`src/irpc_pkg.sv`:
```
// Shared types and constants for the pulse-code IR receiver.
package irpc_pkg;

  localparam int unsigned BIT_COUNT_DEF = 7;
  localparam int unsigned CMD_W         = 7;
  localparam int unsigned WIN_W         = 8;
  localparam int unsigned CFG_IDX_W     = 2;

  localparam logic [WIN_W-1:0] START_WINDOW_RST = 8'd157;
  localparam logic [WIN_W-1:0] EDGE_WINDOW_RST  = 8'd75;
  localparam logic [WIN_W-1:0] QUIET_WINDOW_RST = 8'd57;

  localparam logic [CFG_IDX_W-1:0] REG_START_WINDOW = 2'd0;
  localparam logic [CFG_IDX_W-1:0] REG_EDGE_WINDOW  = 2'd1;
  localparam logic [CFG_IDX_W-1:0] REG_QUIET_WINDOW = 2'd2;

  typedef enum logic [1:0] {
    PH_IDLE,
    PH_START,
    PH_EDGE,
    PH_QUIET
  } phase_e;

  typedef enum logic [1:0] {
    ST_OK,
    ST_NO_START,
    ST_BAD_BIT
  } status_e;

endpackage

```
`src/ir_pulse_code_receiver.sv`:
```
// Pulse-code IR receiver: per-tick frame decoder with input and result registers.
//
//   channel   direction  handshake              payload
//   in        input      in_valid_i/in_ready_o   pin_level_i
//   out       output     out_valid_o/out_ready_i status_o, command_o, led_on_o
//   cfg       input      cfg_we_i                cfg_index_i, cfg_data_i
//
// One pin sample is taken per cycle while ready is high. A sample is held in the
// input register, the decoder step runs on it, and any result is registered in
// the output register. The decoder step waits only while a result is held unread
// in the output register; the input register then fills and ready drops.
// Reset clears all control state and loads the window registers with defaults.
module ir_pulse_code_receiver #(
  parameter int unsigned BIT_COUNT = irpc_pkg::BIT_COUNT_DEF
) (
  input  logic                             clk_i,
  input  logic                             rst_ni,
  input  logic                             in_valid_i,
  output logic                             in_ready_o,
  input  logic                             pin_level_i,
  output logic                             out_valid_o,
  input  logic                             out_ready_i,
  output irpc_pkg::status_e                status_o,
  output logic [irpc_pkg::CMD_W-1:0]       command_o,
  output logic                             led_on_o,
  input  logic                             cfg_we_i,
  input  logic [irpc_pkg::CFG_IDX_W-1:0]   cfg_index_i,
  input  logic [irpc_pkg::WIN_W-1:0]       cfg_data_i
);
  import irpc_pkg::*;

  localparam int unsigned BCW = (BIT_COUNT > 1) ? $clog2(BIT_COUNT) : 1;
  localparam logic [BCW-1:0] LAST_BIT = BCW'(BIT_COUNT - 1);

  // Configuration registers.
  logic [WIN_W-1:0] start_win_q, edge_win_q, quiet_win_q;

  always_ff @(posedge clk_i or negedge rst_ni) begin
    if (!rst_ni) begin
      start_win_q <= START_WINDOW_RST;
      edge_win_q  <= EDGE_WINDOW_RST;
      quiet_win_q <= QUIET_WINDOW_RST;
    end else if (cfg_we_i) begin
      unique case (cfg_index_i)
        REG_START_WINDOW: start_win_q <= cfg_data_i;
        REG_EDGE_WINDOW:  edge_win_q  <= cfg_data_i;
        REG_QUIET_WINDOW: quiet_win_q <= cfg_data_i;
        default: ;
      endcase
    end
  end

  // Input register.
  logic in_valid_q, pin_q;
  logic step;

  assign step       = in_valid_q && (!out_valid_o || out_ready_i);
  assign in_ready_o = !in_valid_q || step;

  always_ff @(posedge clk_i or negedge rst_ni) begin
    if (!rst_ni) begin
      in_valid_q <= 1'b0;
    end else if (in_ready_o) begin
      in_valid_q <= in_valid_i;
    end
  end

  always_ff @(posedge clk_i) begin
    if (in_ready_o && in_valid_i) begin
      pin_q <= pin_level_i;
    end
  end

  // Decoder state.
  phase_e           phase_q, phase_d;
  logic [WIN_W-1:0] tick_q, tick_d;
  logic             high_seen_q, high_seen_d;
  logic             prev_q, prev_d;
  logic [BCW-1:0]   bit_cnt_q, bit_cnt_d;
  logic [CMD_W-1:0] shift_q, shift_d;
  logic             led_q, led_d;

  logic             res_valid;
  status_e          res_status;
  logic [CMD_W-1:0] res_command;

  logic             falling;
  logic [WIN_W-1:0] limit, tick_inc;

  always_comb begin
    phase_d     = phase_q;
    tick_d      = tick_q;
    high_seen_d = high_seen_q;
    prev_d      = pin_q;
    bit_cnt_d   = bit_cnt_q;
    shift_d     = shift_q;
    led_d       = led_q;
    res_valid   = 1'b0;
    res_status  = ST_OK;
    res_command = '0;
    falling     = high_seen_q && !pin_q;
    tick_inc    = tick_q + WIN_W'(1);

    unique case (phase_q)
      PH_START: limit = start_win_q;
      PH_EDGE:  limit = edge_win_q;
      PH_QUIET: limit = quiet_win_q;
      default:  limit = start_win_q;
    endcase
    // A zero window takes one sample.
    if (limit == '0) begin
      limit = WIN_W'(1);
    end

    if (phase_q == PH_IDLE) begin
      if (!prev_q && pin_q) begin
        phase_d     = PH_START;
        tick_d      = '0;
        high_seen_d = 1'b0;
      end
    end else if (falling) begin
      if (phase_q == PH_QUIET) begin
        res_valid  = 1'b1;
        res_status = ST_BAD_BIT;
      end else begin
        phase_d     = (phase_q == PH_START) ? PH_EDGE : PH_QUIET;
        tick_d      = '0;
        high_seen_d = 1'b0;
      end
    end else begin
      high_seen_d = pin_q;
      tick_d      = tick_inc;
      if (tick_inc >= limit) begin
        if (phase_q == PH_START) begin
          res_valid  = 1'b1;
          res_status = ST_NO_START;
        end else if (phase_q == PH_EDGE) begin
          res_valid  = 1'b1;
          res_status = ST_BAD_BIT;
        end else begin
          // Quiet window passed: a low last sample reads as a one.
          for (int i = 0; i < CMD_W; i++) begin
            if (!pin_q && (32'(bit_cnt_q) == i)) begin
              shift_d[i] = 1'b1;
            end
          end
          if (bit_cnt_q == LAST_BIT) begin
            res_valid   = 1'b1;
            res_status  = ST_OK;
            res_command = shift_d;
            led_d       = !led_q;
          end else begin
            bit_cnt_d   = bit_cnt_q + BCW'(1);
            phase_d     = PH_EDGE;
            tick_d      = '0;
            high_seen_d = 1'b0;
          end
        end
      end
    end

    if (res_valid) begin
      phase_d     = PH_IDLE;
      tick_d      = '0;
      high_seen_d = 1'b0;
      bit_cnt_d   = '0;
      shift_d     = '0;
    end
  end

  always_ff @(posedge clk_i or negedge rst_ni) begin
    if (!rst_ni) begin
      phase_q     <= PH_IDLE;
      tick_q      <= '0;
      high_seen_q <= 1'b0;
      prev_q      <= 1'b0;
      bit_cnt_q   <= '0;
      shift_q     <= '0;
      led_q       <= 1'b0;
    end else if (step) begin
      phase_q     <= phase_d;
      tick_q      <= tick_d;
      high_seen_q <= high_seen_d;
      prev_q      <= prev_d;
      bit_cnt_q   <= bit_cnt_d;
      shift_q     <= shift_d;
      led_q       <= led_d;
    end
  end

  // Result register.
  logic out_valid_q;

  always_ff @(posedge clk_i or negedge rst_ni) begin
    if (!rst_ni) begin
      out_valid_q <= 1'b0;
    end else if (step) begin
      out_valid_q <= res_valid;
    end else if (out_ready_i) begin
      out_valid_q <= 1'b0;
    end
  end

  always_ff @(posedge clk_i) begin
    if (step && res_valid) begin
      status_o  <= res_status;
      command_o <= res_command;
      led_on_o  <= led_d;
    end
  end

  assign out_valid_o = out_valid_q;

endmodule

```
`config.mk`:
```
export PLATFORM = sky130hd
export DESIGN_NAME = ir_pulse_code_receiver
export DESIGN_NICKNAME = d
export VERILOG_FILES = /design/src/irpc_pkg.sv /design/src/ir_pulse_code_receiver.sv
export SDC_FILE = /design/constraint.sdc
export NUM_CORES = 1
export LEC_CHECK = 0
export BUFFER_PORTS_ARGS = -buffer_cell sky130_fd_sc_hd__buf_2
export CORE_ASPECT_RATIO = 1.25
export CORE_MARGIN = 2
export CORE_UTILIZATION = 50
export DETAILED_ROUTE_END_ITERATION = 10
export HOLD_SLACK_MARGIN = 0.1
export PLACE_DENSITY = 0.69
export SETUP_SLACK_MARGIN = 0.5
export SYNTH_ARGS = -nofsm -noshare
export SYNTH_HDL_FRONTEND = slang
export SYNTH_SLANG_ARGS = --single-unit
```
`constraint.sdc`:
```
create_clock -name clk_i -period 4.6 [get_ports clk_i]
set_input_delay 0.92 -clock clk_i [delete_from_list [all_inputs] [get_ports clk_i]]
set_output_delay 0.92 -clock clk_i [all_outputs]
set_load 0.01 [all_outputs]
```
==> qor.csv, run 1 <==
metric,value,unit
path_max_fanout,11,
hold_buffers,0,
worstSkewPairLatency,0.35,ns
dieHeight,94.89,um
yosysTopAreaCellShare,27.26,%
yosysWarnings,0,
grt_max_degree,50,
final_cell_mix,"dfrtp_1, buf_2, nand2_1",
ant_nets,0,
syn_area,3304,um2
ys.flop_type,dfrtp_1,
syn_area_per_cell,11.43,um2
place_area,3502,um2
tritoncts,built,
gp_congestion,0.8629,
final_common_cell,dfrtp_1,
status,completed,
wl,6248,um
p_switching,0.8564,mW
syn_to_final_growth,12.50,%
htree_levels,3,
reg2reg_from,phase_q[1],
critPathLaunch,phase_q[1],
vias_per_cell,5.506,
post-place-ws,0.6861,ns
syn_inst,289,
tightest_slew,0.6479,ns
synth_area_leaders,"dfrtp_1, dfstp_2, edfxtp_1",
setup-violations-final,0,
via_count,2274,
p_seq_share,34.2,%
finalPower,2.188,mW
nets,357,
relSlewSlack,56.62,%
fin_ws,0.8085,ns
synth_top_cell_by_area,dfrtp_1,
cts_sinks,60,
cap_violations,0,
cts_root_buf,clkbuf_8,
clockBufferDepth,2,
leakagePower,1.638,nW
multi_input_area,1643,um2
fp.dieW,76.71,um
fmax,0.2637,GHz
synth_nets,325,
rsz0062_at_grt,no,
antenna_cells,0,
initial_utilization,50.97,%
slew_violations,0,
post_layout_nonfiller_instances,413,
nFillCells,548,
drtIter0Drc,145,
grt_pass1_wl,10740,um
worstPathRequired,4.87,ns
wl_per_cell,15.13,um
finalCritPeriodShare,82.42,%
holdWs,0.4879,ns
power_density,588.7,nW/um2
hold_violations,0,
hpwl,4597,um
synth_edf_count,11,
grt_util_all_layers,19.23,%
seq_area,1573,um2
rows,33,
final_util,57.34,%
r2r_end,bit_cnt_q[0],
intPower,1.332,mW
dp_cells,395,
io_buffers,27,
antenna_found_initial,0,
power.share.clock,20.9,%
switching_share,39.14,%
die_area,7279,um2
cts_inserted_buffers,9,
final.setup_skew,0.01273,ns
setup.worst_path.end,bit_cnt_q[0],
dr.pass1.iters,4,
end_kind,flip-flop,
rrSetupSlack,0.81,ns
drive_gt1_share,31.29,%
fin_setup_tns,0,ns
drcViolationCount,0,
cp-start-kind,flip-flop,
synthArstFlopShare,81.67,%
yosysSeqAreaShare,47.60,%
min_period,3.792,ns
p_comb_share,44.9,%
grt_pass1_vias,2231,
core_area,6482,um2
ff2ff_path_depth,12,
ys_seq_elements,60,
ys_types,55,
crit_arrival,4.06,ns
clk_pin_slew,0.07,ns
io_pins,28,
min_path_type,flip-flop to flip-flop,
fin_area,3717,um2
path_class,flip-flop to flip-flop,
overflow,0,
vdd_ir_drop_max,0.3524,mV
-- timing repair --
item                       4_1_cts  5_1_grt
setup endpoints to repair        0       17
gates resized for setup          0        1
setup buffers                    0        2
-- worst max-delay path, stage by stage (launching register included) --
cell and delay [ns]:
dfrtp_1 0.46, ha_1 0.34, or2_2 0.38, o21ai_0 0.33
nand3_1 0.13, o22ai_1 0.19, ha_1 0.25, nand2b_4 0.15
a2111oi_4 0.39, o221ai_4 0.23, a41oi_4 0.25, or2b_1 0.38
mux2i_1 0.23
-- kinds of logic (layout without fill, tap and decap cells) --
| family | after synthesis | count (layout) | share of synthesized area (%) |
|---|---|---|---|
| and+or+nand+nor | 88 | 88 | 14.05 |
| AOI/OAI and AO/OA | 68 | 68 | 17.04 |
| DFF | 60 | 60 | 47.60 |
| muxes | 27 | 27 | 9.125 |
| adders and majority gates | 20 | 20 | 7.573 |
| buffers and inverters | 19 | 56 | 2.764 |
| xor gates and xnor gates | 7 | 7 | 1.855 |
-- metal layers --
metal	part of all wire, %	up-vias	track usage, %	routed length, um
li1	-	1110	-	-
met1	44	1094	23.19	2775
met2	49	58	32.60	3058
met3	4.4	12	4.398	277
met4	2.2	0	9.394	137
met5	0	-	0	0
-- state kept, by name, indices dropped and copies added (netlist names), 2 cells and up --
register     flops
tick_q           8
command_o        7
edge_win_q       8
quiet_win_q      8
bit_cnt_q        3
shift_q          7
status_o         2
phase_q          2
start_win_q      8
-- worst min-delay path by stage --
stage / start / end / slack, ns / cells after the start
floorplan: shift_q[2] / shift_q[2] / 0.45 / 1
global placement: shift_q[2] / shift_q[2] / 0.48 / 1
detailed placement: shift_q[2] / shift_q[2] / 0.48 / 1
CTS: shift_q[2] / shift_q[2] / 0.50 / 1
global route: prev_q / prev_q / 0.52 / 1
finish: shift_q[2] / shift_q[2] / 0.49 / 1
-- cell type report --
cell class | count | share of cell area [%]
clock buffers | 13 | 4.847
clock inverters | 3 | 0.4712
inverters | 10 | 1.010
multi-input cells | 210 | 44.19
flip-flops and latches | 60 | 42.31
well taps | 87 | 2.928
repair buffers | 30 | 4.241
-- cells in the mapped netlist, types with 2 or more instances --
library cell / number
dfrtp_1: 36
nand2_1: 26
mux2_2: 25
o21ai_0: 24
ha_1: 20
nor2_1: 14
dfstp_2: 13
nor2b_1: 12
edfxtp_1: 11
inv_1: 9
a21oi_1: 7
nand3_1: 7
and2_1: 6
a22o_1: 5
a31oi_1: 5
o41ai_2: 5
xnor2_1: 5
clkbuf_1: 4
nand2b_1: 4
and3_1: 3
buf_4: 3
nand3b_1: 3
o21ai_1: 3
a21o_1: 2
mux2i_1: 2
nand4_1: 2
nor3_1: 2
o211ai_1: 2
or3_1: 2
xor2_1: 2
-- power by group through the flow --
stage / clock, mW / combinational (mW) / sequential, mW
after global routing: 0.491 / 1.10 / 0.764
final: 0.457 / 0.983 / 0.749
after floorplan: 0 / 0.796 / 0.728
after global placement: 0 / 0.946 / 0.755
after CTS: 0.466 / 0.976 / 0.748
after detailed placement: 0 / 0.966 / 0.757
(Power assumes the default switching activity.)
==> inputs of run 2 (changes only) <==
PLACE_DENSITY = 0.71   (was 0.69)
clock period = 3.2 ns   (was 4.6 ns; I/O delays follow)
==> qor.csv, run 2 (synthesis gave the netlist of run 1 again) <==
metric,value,unit,change
relSlewSlack,34.02,%,-23 points
leakagePower,1.811,nW,+11%
cts_sinks,60,,unchanged
fmax,0.3016,GHz,+14%
end_kind,flip-flop,,
path_class,flip-flop to flip-flop,,
rows,33,,unchanged
hold_violations,0,,unchanged
final_common_cell,dfrtp_1,,
dieHeight,94.89,um,unchanged
final_cell_mix,"dfrtp_1, buf_2, buf_4",,
tightest_slew,0.9897,ns,+0.3418 ns
crit_arrival,3.53,ns,-0.53 ns
antenna_cells,0,,unchanged
fin_ws,-0.1153,ns,-0.9238 ns
nFillCells,512,,-6.6%
grt_pass1_wl,11370,um,+5.8%
hold_buffers,0,,unchanged
core_area,6482,um2,unchanged
syn_to_final_growth,24.76,%,
cp-start-kind,flip-flop,,
grt_util_all_layers,20.25,%,+1.0 points
status,finished with violations,,
cts_root_buf,clkbuf_8,,
nets,388,,+8.7%
ant_nets,0,,unchanged
wl,6924,um,+11%
gp_congestion,0.8613,,-0.19%
drive_gt1_share,42.86,%,+12 points
antenna_found_initial,0,,unchanged
worstSkewPairLatency,0.35,ns,about the same
fp.dieW,76.71,um,unchanged
clockBufferDepth,2,,unchanged
dr.pass1.iters,4,,unchanged
hpwl,4741,um,+3.1%
violations,setup timing,,
final.setup_skew,0.01252,ns,-0.0002072 ns
die_area,7279,um2,unchanged
vias_per_cell,5.520,,+0.26%
cts_inserted_buffers,9,,unchanged
power_density,934.0,nW/um2,+59%
post-place-ws,-0.06850,ns,-0.7546 ns
rsz0062_at_grt,yes,,
initial_utilization,50.97,%,unchanged
via_count,2451,,+7.8%
wl_per_cell,15.59,um,+3.1%
io_buffers,27,,unchanged
slew_violations,0,,unchanged
fin_setup_tns,-1.099,ns,-1.099 ns
worstPathRequired,3.42,ns,-1.45 ns
finalCritPeriodShare,103.6,%,+21 points
multi_input_area,1815,um2,+11%
grt_pass1_vias,2480,,+11%
path_max_fanout,8,,-3
overflow,0,,unchanged
cap_violations,0,,unchanged
htree_levels,3,,unchanged
vdd_ir_drop_max,0.6608,mV,+87%
drcViolationCount,0,,unchanged
setup-violations-final,27,,+27
dp_cells,413,,+4.6%
min_period,3.315,ns,-0.4762 ns
post_layout_nonfiller_instances,444,,+7.5%
tritoncts,built,,
min_path_type,primary input to asynchronous set/reset pin,,
fin_area,4123,um2,+11%
seq_area,1574,um2,about the same
io_pins,28,,unchanged
grt_max_degree,46,,-8.0%
clk_pin_slew,0.07,ns,about the same
place_area,3680,um2,+5.1%
drtIter0Drc,159,,+9.7%
[run 2: changes by cell type in the layout (fill, tap and decap cells not counted), sizes merged]
cell / previous run / this run
buf: 30 / 59
clkbuf: 13 / 15
clkinv: 3 / 2
clkinvlp: 1 / 0
nor2: 15 / 17
[run 2: through the flow]
| stage | hold slack, ns | utilization, % | power (mW) |
|---|---|---|---|
| CTS | 0.4615 | 62.00 | 3.623 |
| finish | 0.4494 | 63.60 | 3.851 |
| floorplan | 0.3444 | - | 2.310 |
| global placement | 0.4823 | 56.77 | 2.720 |
| global route | 0.4686 | 63.60 | 4.102 |
| detailed placement | 0.4832 | 56.77 | 2.757 |
[run 2: final timing paths]
path | startpoint | end | slack [ns] | cells after the start
worst max-delay path | phase_q[0] | phase_q[0] | -0.12 | 15
worst min-delay path | rst_ni | bit_cnt_q[2] | 0.45 | 1
worst max register to register | phase_q[0] | phase_q[0] | -0.12 | 15
worst min register to register | led_q | led_q | 0.49 | 1
max in group asynchronous | rst_ni | edge_win_q[1] | 2.00 | 2
min in group clk_i | pin_level_i | pin_q | 0.47 | 1
[run 2: what timing repair did]
item                                    4_1_cts  5_1_grt
buffers inserted                              8        5
endpoints found under the setup margin       43       43
endpoints found under the hold margin         0        0
gates cloned                                  2        0
resized for setup                            27       13
pin swaps                                     5        0
[run 2: power breakdown]
part / switching [mW] / total [mW] / internal [mW]
combinational: 1.08 / 2.11 / 1.03
sequential: 0.135 / 1.09 / 0.952
clock: 0.284 / 0.654 / 0.370
[run 2: layout make-up]
| type | count | share of cell area (%) |
|---|---|---|
| multi-input cells | 212 | 44.04 |
| flip-flops and latches | 60 | 38.18 |
| repair buffers | 59 | 9.560 |
| clock buffers | 15 | 4.552 |
| well taps | 87 | 2.640 |
| inverters | 10 | 0.9105 |
| clock inverters | 1 | 0.1214 |
[run 2: per-layer routing]
metal  routed length (um)  GRT usage, %  up-vias  share of wire [%]
met5                    0             0        -                  0
met4                  213         12.42        0                3.1
met3                  237         3.633       20                3.4
met1                 2809         22.11     1192                 41
li1                     -             -     1178                  -
met2                 3663         36.62       61                 53
[run 2: worst max-delay path: stages (launching register included)]
cell,delay [ns]
dfrtp_1,0.43
inv_2,0.09
ha_4,0.17
or2_4,0.32
o21ai_2,0.16
nand4_1,0.14
o22ai_2,0.17
ha_1,0.25
nand2b_4,0.15
a2111oi_4,0.37
o221ai_4,0.22
buf_4,0.19
buf_6,0.11
a21oi_4,0.13
mux2i_1,0.23
a211oi_2,0.05
==> inputs of run 3 (changes only) <==
SKIP_CTS_REPAIR_TIMING = 1   (was not set)
==> qor.csv, run 3 (synthesis gave the netlist of run 1 again) <==
metric,value,unit,change
status,finished with violations,,
violations,setup timing,,
power_density,924.7,nW/um2,-0.99%
min_path_type,primary input to asynchronous set/reset pin,,
nets,390,,+0.52%
hpwl,4741,um,unchanged
antenna_found_initial,0,,unchanged
cts_sinks,60,,unchanged
leakagePower,1.841,nW,+1.7%
drtIter0Drc,135,,-15%
rsz0062_at_grt,yes,,
cts_inserted_buffers,9,,unchanged
slew_violations,0,,unchanged
path_class,flip-flop to flip-flop,,
via_count,2456,,+0.20%
dp_cells,413,,unchanged
initial_utilization,50.97,%,unchanged
fmax,0.2956,GHz,-2.0%
holdWs,0.4518,ns,+0.002438 ns
crit_arrival,3.62,ns,+0.09 ns
wl,6961,um,+0.53%
path_max_fanout,8,,unchanged
final.setup_skew,0.01329,ns,+0.0007698 ns
rows,33,,unchanged
core_area,6482,um2,unchanged
worstPathRequired,3.44,ns,+0.02 ns
htree_levels,3,,unchanged
slowest_stage,dfrtp_2,,
fin_area,4161,um2,+0.94%
min_period,3.383,ns,+0.06819 ns
final_common_cell,dfrtp_1,,
grt_pass1_vias,2382,,-4.0%
grt_max_degree,46,,unchanged
clockBufferDepth,2,,unchanged
worstSkewPairLatency,0.35,ns,about the same
io_pins,28,,unchanged
vdd_ir_drop_max,0.6540,mV,-1.0%
wl_per_cell,15.61,um,about the same
nFillCells,502,,-2.0%
cts_root_buf,clkbuf_8,,
fp.dieW,76.71,um,unchanged
drcViolationCount,0,,unchanged
syn_to_final_growth,25.94,%,
crit_chain,ha_4 > or2_4 > o21ai_2 > nand3_1 > o22ai_2 > ha_1 > nand2b_4 > a2111oi_4 > o221ai_4 > a31oi_4 > nor2_4 > buf_4 > o41ai_2,,
fin_ws,-0.1835,ns,-0.06819 ns
cp-start-kind,flip-flop,,
tritoncts,built,,
final_cell_mix,"dfrtp_1, buf_2, nand2_1",,
vias_per_cell,5.507,,-0.25%
io_buffers,27,,unchanged
dr.pass1.iters,4,,unchanged
crit_path_max_incr_delay,0.46,ns,+0.03 ns
ant_nets,0,,unchanged
dieHeight,94.89,um,unchanged
final_util,64.20,%,+0.60 points
post_layout_nonfiller_instances,446,,+0.45%
post-place-ws,-0.06850,ns,unchanged
end_kind,flip-flop,,
setup-violations-final,37,,+37%
gp_congestion,0.8613,,unchanged
tightest_slew,0.9911,ns,+0.001414 ns
cap_violations,0,,unchanged
antenna_cells,0,,unchanged
place_area,3680,um2,unchanged
grt_pass1_wl,10930,um,-3.9%
finalCritPeriodShare,105.7,%,+2.1 points
drive_gt1_share,44.29,%,+1.4 points
overflow,0,,unchanged
relSlewSlack,33.92,%,-0.094 points
die_area,7279,um2,unchanged
hold_violations,0,,unchanged
grt_util_all_layers,19.47,%,-0.79 points
clk_pin_slew,0.07,ns,about the same
-- run 3: path summary, 6_finish.rpt --
kind | startpoint | to | slack [ns] | cells after the start
setup / recovery | phase_q[1] | shift_q[0] | -0.18 | 13
hold / removal | rst_ni | bit_cnt_q[2] | 0.45 | 1
setup reg to reg | phase_q[1] | shift_q[0] | -0.18 | 13
hold reg to reg | led_q | led_q | 0.49 | 1
max in group asynchronous | rst_ni | edge_win_q[1] | 2.00 | 2
min in group clk_i | pin_level_i | pin_q | 0.48 | 1
-- run 3: area by class of cell --
cell class                      instances  area (um2)  share of cell area, %
Sequential cell                        60        1574                  37.82
Clock inverter                          1       5.005                 0.1203
Multi-Input combinational cell        211        1803                  43.33
Timing Repair Buffer                   62       445.4                  10.70
Inverter                               10       37.54                 0.9020
Tap cell                               87       108.9                  2.616
Clock buffer                           15       187.7                  4.510
-- run 3: through the flow --
step           power (mW)  setup TNS (ns)
3_3_place_gp        2.720               0
4_1_cts             3.422          -1.650
3_5_place_dp        2.757         -0.4286
5_1_grt             4.089          -10.73
6_report            3.848          -3.600
2_1_floorplan       2.310               0
-- run 3: metal layers --
layer	vias up	wire length [um]	track usage, %
li1	1176	-	-
met4	0	209	11.52
met5	-	0	0
met2	62	3631	34.72
met1	1201	2877	21.67
met3	17	243	3.728
-- run 3: where the power goes --
part | internal (mW) | total, mW | switching (mW)
clock | 0.370 | 0.654 | 0.284
combinational | 1.04 | 2.11 | 1.07
sequential | 0.952 | 1.09 | 0.134
total | 2.36 | 3.85 | 1.49
-- run 3: critical path, delay by kind of cell (launching register included) --
| kind | cells | cell delay (ns) |
|---|---|---|
| compound gates | 6 | 1.52 |
| fa+ha+maj | 2 | 0.45 |
| buf+inv | 1 | 0.16 |
| flops | 1 | 0.46 |
| simple gates | 4 | 0.69 |
